$ cat config.mk
export PLATFORM = sky130hd
export DESIGN_NAME = urh_cover_cmp
export DESIGN_NICKNAME = d
export VERILOG_FILES = /design/src/sv/urh_cover_cmp.sv
export SDC_FILE = /design/constraint.sdc
export NUM_CORES = 1
export LEC_CHECK = 0
export BUFFER_PORTS_ARGS = -buffer_cell sky130_fd_sc_hd__buf_2
export CAP_MARGIN = 5
export CELL_PAD_IN_SITES_DETAIL_PLACEMENT = 1
export CELL_PAD_IN_SITES_GLOBAL_PLACEMENT = 1
export CORE_MARGIN = 10
export CORE_UTILIZATION = 26
export DETAILED_ROUTE_END_ITERATION = 10
export GPL_TIMING_DRIVEN = 0
export PLACE_DENSITY = 0.95
export SLEW_MARGIN = 20
export SYNTH_ARGS = -nofsm -noshare
export SYNTH_HDL_FRONTEND = slang
export SYNTH_SLANG_ARGS = --single-unit
$ cat constraint.sdc
create_clock -name vclk -period 3.3
set_input_delay 0.66 -clock vclk [all_inputs]
set_output_delay 0.66 -clock vclk [all_outputs]
set_load 0.01 [all_outputs]
$ cat src/sv/urh_cover_cmp.sv
module urh_cover_cmp #(
  parameter int BEG_W = 21,
  parameter int END_W = 22
) (
  input  logic [31:0]      span_start,
  input  logic [32:0]      span_last,
  input  logic [BEG_W-1:0] ent_begin,
  input  logic [END_W-1:0] ent_end,
  output logic             hit
);

  logic [31:0] begin_ext;
  logic [32:0] end_ext;

  assign begin_ext = {{(32 - BEG_W){1'b0}}, ent_begin};
  assign end_ext   = {{(33 - END_W){1'b0}}, ent_end};

  // The entry covers the span when it starts no earlier and ends no later.
  assign hit = (span_start >= begin_ext) && (span_last <= end_ext);

endmodule

==> flow_summary.html, run 1 <==
<table>
<tr><th>Metric</th><th>Value</th></tr>
<tr><th colspan="2">Critical path</th></tr>
<tr><td>Critical Path End Type</td><td>output pin</td></tr>
<tr><td>Max Fanout on Critical Path</td><td>2</td></tr>
<tr><td>Capturing instance or port of the critical path</td><td>hit</td></tr>
<tr><td>CP Launch Point</td><td>ent_begin[14]</td></tr>
<tr><td>Crit path required time</td><td>2.64 ns</td></tr>
<tr><td>Arrival time reported for the critical path endpoint</td><td>2.30 ns</td></tr>
<tr><td>Nature of the critical path startpoint</td><td>input port</td></tr>
<tr><td>Startpoint-to-endpoint class of the critical path</td><td>input port to output pin</td></tr>
<tr><th colspan="2">STA</th></tr>
<tr><td>Unrepaired setup endpoints after global routing</td><td>false</td></tr>
<tr><td># setup viols final</td><td>0</td></tr>
<tr><td>Final Hold Violating Endpoints</td><td>0</td></tr>
<tr><td>Final setup TNS</td><td>0 ns</td></tr>
<tr><td>Final Critical Period</td><td>a little under 3 ns</td></tr>
<tr><td>Crit share post-route</td><td>between 80% and 90%</td></tr>
<tr><td>Max Slew Vio Count</td><td>0</td></tr>
<tr><td>Remaining max-slew budget at the tightest pin</td><td>between 70% and 80%</td></tr>
<tr><td>Slew @ Worst Pin</td><td>~0.43 ns</td></tr>
<tr><td>Worst Hold Margin</td><td>between 1.5 and 2 ns</td></tr>
<tr><td>Peak Freq</td><td>about 0.34 GHz</td></tr>
<tr><th colspan="2">GRT</th></tr>
<tr><td>Highest-utilization routing layer at the global route stage</td><td>met2</td></tr>
<tr><td>Number of antenna violations at the first check in global routing</td><td>0</td></tr>
<tr><td>Met1 Use GR</td><td>between 10% and 20%</td></tr>
<tr><td>Via count of the first global-routing pass</td><td>~1,700</td></tr>
<tr><td>M3 GR Usage</td><td>approximately 2.7%</td></tr>
<tr><td>Pin count of the biggest net entering global routing</td><td>5</td></tr>
<tr><td>Met2 layer usage reported by global route</td><td>25.1%</td></tr>
<tr><td>First-pass GRT wire length</td><td>~7.4 mm</td></tr>
<tr><td>GRT Util Overall</td><td>between 10% and 20%</td></tr>
<tr><td>GRT overflow</td><td>0</td></tr>
<tr><th colspan="2">Synth</th></tr>
<tr><td>Yosys warns</td><td>0</td></tr>
<tr><td>Synthesized-area fraction occupied by and/or/nand/nor cells</td><td>a little under a fifth</td></tr>
<tr><td>Instance count of the mapped netlist</td><td>about 160</td></tr>
<tr><td>Mean Syn Cell Area</td><td>roughly 7 sq um</td></tr>
<tr><td>Number of different library cells in the post-synthesis netlist</td><td>28</td></tr>
<tr><td>Syn Nets</td><td>between 300 and 400</td></tr>
<tr><td>Complex-gate fraction of the synthesized area</td><td>18.5%</td></tr>
<tr><td>Combinational family with the most area after synthesis</td><td>adder cells</td></tr>
<tr><td>Mapped cell area</td><td>between 0.001 and 0.0015 sq mm</td></tr>
<tr><td>Mux share of post-synthesis cell area</td><td>0%</td></tr>
<tr><td>Post-synthesis xor/xnor area fraction</td><td>0%</td></tr>
<tr><td>Share of synthesized cell area in full adder, half adder and majority cells</td><td>47.9%</td></tr>
<tr><td>Post-synthesis sequential area ratio</td><td>0%</td></tr>
<tr><th colspan="2">Hold path</th></tr>
<tr><td>Worst hold path type</td><td>input port to output pin</td></tr>
<tr><td>Worst Min Path Start</td><td>span_start[29]</td></tr>
<tr><th colspan="2">Floorplan</th></tr>
<tr><td>Die H</td><td>approximately 86 um</td></tr>
<tr><td>Total die area</td><td>about 0.0074 sq mm</td></tr>
<tr><td>Die W</td><td>between 80 and 90 um</td></tr>
<tr><td>Top-level port count</td><td>roughly 110</td></tr>
<tr><td>Placeable Area</td><td>between 0.004 and 0.005 sq mm</td></tr>
<tr><td>Total number of placement rows</td><td>23</td></tr>
<tr><td>Starting density of the core</td><td>between 20% and 30%</td></tr>
<tr><th colspan="2">Pwr</th></tr>
<tr><td>Power density over cell area</td><td>102 mW/mm^2</td></tr>
<tr><td>Power consumption</td><td>~0.18 mW</td></tr>
<tr><td>P_leak</td><td>1.11 nW</td></tr>
<tr><td>Peak VDD IR</td><td>between 0.04 and 0.05 mV</td></tr>
<tr><th colspan="2">Route</th></tr>
<tr><td>Detailed-route DRC error count</td><td>0</td></tr>
<tr><td>Final routed wirelength across all metal layers</td><td>about 4.8 mm</td></tr>
<tr><td>Via count</td><td>around 1,500</td></tr>
<tr><td>Number of optimization iterations in the first detailed-route pass</td><td>2</td></tr>
<tr><td>Post-DR wirelength/cell</td><td>15.1 um</td></tr>
<tr><td>First DRT Iteration DRCs</td><td>9</td></tr>
<tr><td>Antenna viol nets, final</td><td>0</td></tr>
<tr><td>Vias/cell</td><td>about 4.8</td></tr>
<tr><th colspan="2">Final layout</th></tr>
<tr><td>Clk_buf instances</td><td>0</td></tr>
<tr><td>Seq. cell area</td><td>0 sq um</td></tr>
<tr><td>NumNets Final</td><td>420</td></tr>
<tr><td>Antenna fix cells</td><td>0</td></tr>
<tr><td>Synthesis-to-finish area growth</td><td>54.1%</td></tr>
<tr><td>Ratio of cells with drive above 1 in the final layout</td><td>between 40% and 50%</td></tr>
<tr><td>Area used by multi-input combinational logic</td><td>958 sq um</td></tr>
<tr><td>Total of fill cells in the finished design</td><td>569</td></tr>
<tr><td>Count of sequential standard cells</td><td>0</td></tr>
<tr><th colspan="2">Clocking</th></tr>
<tr><td>Post-CTS setup-driven buffer insertion count</td><td>0</td></tr>
<tr><td>Cts hold-fix bufs</td><td>0</td></tr>
<tr><td>Count of cells resized by post-cts repair</td><td>0</td></tr>
<tr><th colspan="2">Place</th></tr>
<tr><td>Detail Placement HPWL</td><td>~4.7 mm</td></tr>
<tr><td>Count of port buffers added during placement</td><td>~110</td></tr>
<tr><td>Placer Congestion</td><td>0.752</td></tr>
<tr><th colspan="2">Run</th></tr>
<tr><td>MaxCap Viol Count</td><td>0</td></tr>
<tr><th colspan="2">Run status</th></tr>
<tr><td>Status</td><td>finished, final reports clean</td></tr>
</table>
==> power by group <==
part	total [mW]	switching [mW]	internal, mW
logic	0.176	0.0796	0.0963
registers	0	0	0
clock network	0	0	0
==> per-stage QoR <==
stage	instances	area, sq um	setup WS [ns]	util [%]
2_1_floorplan	158	1120	0.688	-
3_3_place_gp	317	1730	0.386	42.4
3_5_place_dp	317	1730	0.344	42.4
4_1_cts	317	1730	0.338	42.4
5_1_grt	317	1730	0.239	42.4
6_report	317	1730	0.343	42.4
==> layout make-up <==
cell class	instances	share of cell area (%)
inverters	44	9.54
repair buffers	109	31.5
well taps	50	3.61
multi-input cells	114	55.3
==> worst max-delay path, stage by stage <==
cell	delay, ns
sky130_fd_sc_hd__buf_2	0.08
sky130_fd_sc_hd__inv_1	0.03
sky130_fd_sc_hd__ha_1	0.28
sky130_fd_sc_hd__and3_1	0.19
sky130_fd_sc_hd__o21ai_1	0.08
sky130_fd_sc_hd__a211o_1	0.30
sky130_fd_sc_hd__a2111oi_0	0.36
sky130_fd_sc_hd__o31a_1	0.19
sky130_fd_sc_hd__buf_2	0.14
==> layout by cell type, fill, tap and decap left out <==
master                      instances
sky130_fd_sc_hd__buf_2            109
sky130_fd_sc_hd__inv_1             44
sky130_fd_sc_hd__ha_1              43
sky130_fd_sc_hd__a21oi_1           14
sky130_fd_sc_hd__nand3_1            7
sky130_fd_sc_hd__nand2_1            6
sky130_fd_sc_hd__nand4_1            6
sky130_fd_sc_hd__o21ai_0            5
sky130_fd_sc_hd__nor4_1             5
sky130_fd_sc_hd__a211oi_1           4
sky130_fd_sc_hd__nor2_1             3
sky130_fd_sc_hd__a21o_1             2
sky130_fd_sc_hd__nand2b_1           2
sky130_fd_sc_hd__nor3_1             2
sky130_fd_sc_hd__o21bai_1           1
sky130_fd_sc_hd__and3_1             1
sky130_fd_sc_hd__o21ai_1            1
sky130_fd_sc_hd__a211o_1            1
sky130_fd_sc_hd__a2111oi_0          1
sky130_fd_sc_hd__nor2b_1            1
sky130_fd_sc_hd__a31oi_1            1
sky130_fd_sc_hd__or2_2              1
sky130_fd_sc_hd__or3_4              1
sky130_fd_sc_hd__nor4_2             1
sky130_fd_sc_hd__and4_2             1
sky130_fd_sc_hd__a221oi_1           1
sky130_fd_sc_hd__o211ai_1           1
sky130_fd_sc_hd__o22ai_1            1
sky130_fd_sc_hd__o31a_1             1
==> cells in the mapped netlist (all sizes together) (2+ instances only) <==
library cell / number / area (sq um)
a211oi: 4 / 30.0
a21o: 2 / 15.0
a21oi: 14 / 70.1
ha: 43 / 538
inv: 44 / 165
nand2: 6 / 22.5
nand2b: 2 / 12.5
nand3: 7 / 35.0
nand4: 6 / 37.5
nor2: 3 / 11.3
nor3: 2 / 10.0
nor4: 6 / 43.8
o21ai: 6 / 30.0
==> per-layer routing <==
metal / wire length [um] / share of wire (%)
met1: 1690 / 35
met2: 2670 / 56
met3: 338 / 7.1
met4: 66 / 1.4
met5: 0 / 0
==> logic make-up after synthesis <==
family	Yosys count
buffers and inverters	44
adder cells (fa/ha/maj)	43
AND/OR/NAND/NOR	37
AO/OA/AOI/OAI	34
==> worst min path at each step <==
stage / slack [ns] / cells after the start / to
finish: 1.79 / 5 / hit
global route: 1.83 / 5 / hit
CTS: 1.80 / 5 / hit
detailed placement: 1.80 / 5 / hit
global placement: 1.80 / 5 / hit
floorplan: 1.59 / 3 / hit
(Power assumes the default switching activity.)
==> run 2, diff against run 1 <==
Settings changed: ABC_AREA from default to 1, CORE_ASPECT_RATIO from default to 0.8, CORE_UTILIZATION 26 to 27, SLEW_MARGIN 20 to 10.
==> run 2 against run 1 <==
  * Utilization decreased by 0.71 points
  * Count of clock-buffer cells in the layout unchanged
  * Largest cell class unchanged
  * Final area increased by 11%
  * First-iteration DRC count decreased by 33%
  * Power increased by 8.8%
==> flow_summary.html, run 2 <==
<table>
<tr><th>Metric</th><th>Value</th></tr>
<tr><th colspan="2">STA</th></tr>
<tr><td>Peak Freq</td><td>about 0.4 GHz</td></tr>
<tr><td>Final Critical Period</td><td>~2.6 ns</td></tr>
<tr><td>Final setup TNS</td><td>0 ns</td></tr>
<tr><td># setup viols final</td><td>0</td></tr>
<tr><td>Crit share post-route</td><td>~78%</td></tr>
<tr><td>Final Hold Violating Endpoints</td><td>0</td></tr>
<tr><td>Unrepaired setup endpoints after global routing</td><td>false</td></tr>
<tr><td>Remaining max-slew budget at the tightest pin</td><td>a little under nine tenths</td></tr>
<tr><td>Slew @ Worst Pin</td><td>0.207 ns</td></tr>
<tr><td>Max Slew Vio Count</td><td>0</td></tr>
<tr><th colspan="2">Synth</th></tr>
<tr><td>Mean Syn Cell Area</td><td>roughly 6.1 sq um</td></tr>
<tr><td>Post-synthesis sequential area ratio</td><td>0%</td></tr>
<tr><td>Synth area leader</td><td>sky130_fd_sc_hd__ha_1</td></tr>
<tr><td>List of most frequent post-synthesis cells</td><td>sky130_fd_sc_hd__inv_1, sky130_fd_sc_hd__nand2_1, sky130_fd_sc_hd__ha_1</td></tr>
<tr><td>Mapped cell area</td><td>around 0.0013 sq mm</td></tr>
<tr><td>Most repeated cell in the gate-level netlist after synthesis</td><td>sky130_fd_sc_hd__inv_1</td></tr>
<tr><td>Instance count of the mapped netlist</td><td>215</td></tr>
<tr><td>Yosys warns</td><td>0</td></tr>
<tr><td>Synth area leaders</td><td>sky130_fd_sc_hd__ha_1, sky130_fd_sc_hd__inv_1, sky130_fd_sc_hd__nand2_1</td></tr>
<tr><td>Syn Nets</td><td>about 370</td></tr>
<tr><td>Number of different library cells in the post-synthesis netlist</td><td>21</td></tr>
<tr><td>Area share of the leading cell type in the synthesized netlist</td><td>41.2%</td></tr>
<tr><th colspan="2">GRT</th></tr>
<tr><td>GRT overflow</td><td>0</td></tr>
<tr><td>Number of antenna violations at the first check in global routing</td><td>0</td></tr>
<tr><td>Pin count of the biggest net entering global routing</td><td>4</td></tr>
<tr><td>First-pass GRT wire length</td><td>roughly 7.8 mm</td></tr>
<tr><td>GRT Util Overall</td><td>around 11%</td></tr>
<tr><td>Via count of the first global-routing pass</td><td>between 1,500 and 2,000</td></tr>
<tr><th colspan="2">Place</th></tr>
<tr><td>Detail Placement HPWL</td><td>4.71 mm</td></tr>
<tr><td>Placer Congestion</td><td>0.707</td></tr>
<tr><td>Count of port buffers added during placement</td><td>between 100 and 150</td></tr>
<tr><th colspan="2">Critical path</th></tr>
<tr><td>Max Fanout on Critical Path</td><td>2</td></tr>
<tr><td>Crit path required time</td><td>between 2 and 3 ns</td></tr>
<tr><td>Slowest stage cell on the critical path</td><td>sky130_fd_sc_hd__ha_1</td></tr>
<tr><td>Max stage delay on crit path</td><td>about 0.28 ns</td></tr>
<tr><td>Cells along the critical path</td><td>buf_2 &gt; inv_1 &gt; ha_1 &gt; nand2_1 &gt; nor2_1 &gt; nand2_1 &gt; nor2_2 &gt; nand4_1 &gt; nand3_1 &gt; nand2_1 &gt; nand2_1 &gt; inv_1 &gt; buf_2</td></tr>
<tr><td>Startpoint-to-endpoint class of the critical path</td><td>input port to output pin</td></tr>
<tr><td>Critical Path End Type</td><td>output pin</td></tr>
<tr><td>Arrival time reported for the critical path endpoint</td><td>between 1.5 and 2 ns</td></tr>
<tr><td>Combined buffer and inverter count along the critical path</td><td>4</td></tr>
<tr><td>Critical path's most frequent cell</td><td>sky130_fd_sc_hd__nand2_1</td></tr>
<tr><td>Nature of the critical path startpoint</td><td>input port</td></tr>
<tr><td>Top delay family on crit path</td><td>simple AND/OR/NAND/NOR gates</td></tr>
<tr><th colspan="2">Floorplan</th></tr>
<tr><td>Die W</td><td>approximately 98 um</td></tr>
<tr><td>Top-level port count</td><td>roughly 110</td></tr>
<tr><td>Total number of placement rows</td><td>22</td></tr>
<tr><td>Total die area</td><td>roughly 0.0080 sq mm</td></tr>
<tr><td>Placeable Area</td><td>~0.0046 sq mm</td></tr>
<tr><td>Die H</td><td>between 80 and 90 um</td></tr>
<tr><td>Starting density of the core</td><td>between 20% and 30%</td></tr>
<tr><th colspan="2">Pwr</th></tr>
<tr><td>Cell Int Power</td><td>slightly below 0.1 mW</td></tr>
<tr><td>Peak VDD IR</td><td>around 0.038 mV</td></tr>
<tr><td>Clock power frac</td><td>0%</td></tr>
<tr><td>Power consumption</td><td>around 0.19 mW</td></tr>
<tr><td>Power density over cell area</td><td>~100 mW/mm^2</td></tr>
<tr><td>Sequential share of power</td><td>0%</td></tr>
<tr><td>Proportion of total power due to net switching</td><td>48.0%</td></tr>
<tr><td>Switching power total</td><td>just over 0.09 mW</td></tr>
<tr><td>Combinational share of power</td><td>100.0%</td></tr>
<tr><td>P_leak</td><td>~1.3 nW</td></tr>
<tr><th colspan="2">Clocking</th></tr>
<tr><td>Count of cells resized by post-cts repair</td><td>0</td></tr>
<tr><td>Cts hold-fix bufs</td><td>0</td></tr>
<tr><td>Post-CTS setup-driven buffer insertion count</td><td>0</td></tr>
<tr><th colspan="2">Route</th></tr>
<tr><td>Antenna viol nets, final</td><td>0</td></tr>
<tr><td>Number of optimization iterations in the first detailed-route pass</td><td>4</td></tr>
<tr><td>Post-DR wirelength/cell</td><td>around 12 um</td></tr>
<tr><td>Via count</td><td>1,723</td></tr>
<tr><td>Final routed wirelength across all metal layers</td><td>about 4.8 mm</td></tr>
<tr><td>First DRT Iteration DRCs</td><td>6</td></tr>
<tr><td>Detailed-route DRC error count</td><td>0</td></tr>
<tr><td>Vias/cell</td><td>roughly 4.5</td></tr>
<tr><th colspan="2">Final layout</th></tr>
<tr><td>Antenna fix cells</td><td>0</td></tr>
<tr><td>Ratio of cells with drive above 1 in the final layout</td><td>36.7%</td></tr>
<tr><td>Total of fill cells in the finished design</td><td>661</td></tr>
<tr><td>Seq. cell area</td><td>0 sq um</td></tr>
<tr><td>Count of sequential standard cells</td><td>0</td></tr>
<tr><td>Synthesis-to-finish area growth</td><td>47.5%</td></tr>
<tr><td>Commonest non-fill, non-tap cells in the layout</td><td>sky130_fd_sc_hd__buf_2, sky130_fd_sc_hd__inv_1, sky130_fd_sc_hd__nand2_1, sky130_fd_sc_hd__ha_1, sky130_fd_sc_hd__nor2_1</td></tr>
<tr><td>Commonest non-fill, non-tap cell in the layout</td><td>sky130_fd_sc_hd__buf_2</td></tr>
<tr><td>Clk_buf instances</td><td>0</td></tr>
<tr><td>NumNets Final</td><td>roughly 480</td></tr>
<tr><th colspan="2">Run status</th></tr>
<tr><td>Status</td><td>finished, final reports clean</td></tr>
<tr><th colspan="2">Hold path</th></tr>
<tr><td>Worst hold path type</td><td>input port to output pin</td></tr>
<tr><th colspan="2">Run</th></tr>
<tr><td>MaxCap Viol Count</td><td>0</td></tr>
</table>
[run 2: routing by layer]
metal	vias up	wire, um	part of all wire, %	global-route usage [%]
met5	-	0	0	0
li1	899	-	-	-
met2	52	2670	56	24.4
met3	2	322	6.7	2.74
met1	770	1770	37	10.7
met4	0	16	0.33	0.435
[run 2: layout make-up]
cell class / instances / area (sq um) / share of cell area (%)
Tap cell: 60 / 75.1 / 3.90
Multi-Input combinational cell: 156 / 1080 / 56.3
Inverter: 59 / 221 / 11.5
Timing Repair Buffer: 109 / 546 / 28.3
[run 2: worst paths after layout]
check,depth (start not counted),slack (ns),endpoint,startpoint
setup / recovery,13,0.74,hit,ent_end[20]
hold / removal,9,1.89,hit,span_last[22]
[run 2: through the flow]
stage                     cells  utilization, %  hold WS [ns]  setup WS, ns  cell area, sq um
after floorplan             215               -          1.63          1.03              1310
after global placement      384            41.7          1.91         0.718              1930
after detailed placement    384            41.7          1.92         0.700              1930
after CTS                   384            41.7          1.92         0.695              1930
after global routing        384            41.7          1.97         0.515              1930
final                       384            41.7          1.89         0.738              1930
[run 2: kinds of logic (layout without fill, tap and decap cells)]
kind of cell | Yosys count | count (layout) | synth area share (%)
buf+inv | 59 | 168 | 17.0
compound gates | 25 | 25 | 10.2
fa+ha+maj | 43 | 43 | 41.2
simple gates | 88 | 88 | 31.7
[run 2: power by group through the flow]
stage,registers (mW),logic (mW),clock network [mW]
after floorplan,0,0.102,0
after global placement,0,0.181,0
after detailed placement,0,0.195,0
after CTS,0,0.196,0
after global routing,0,0.227,0
final,0,0.191,0
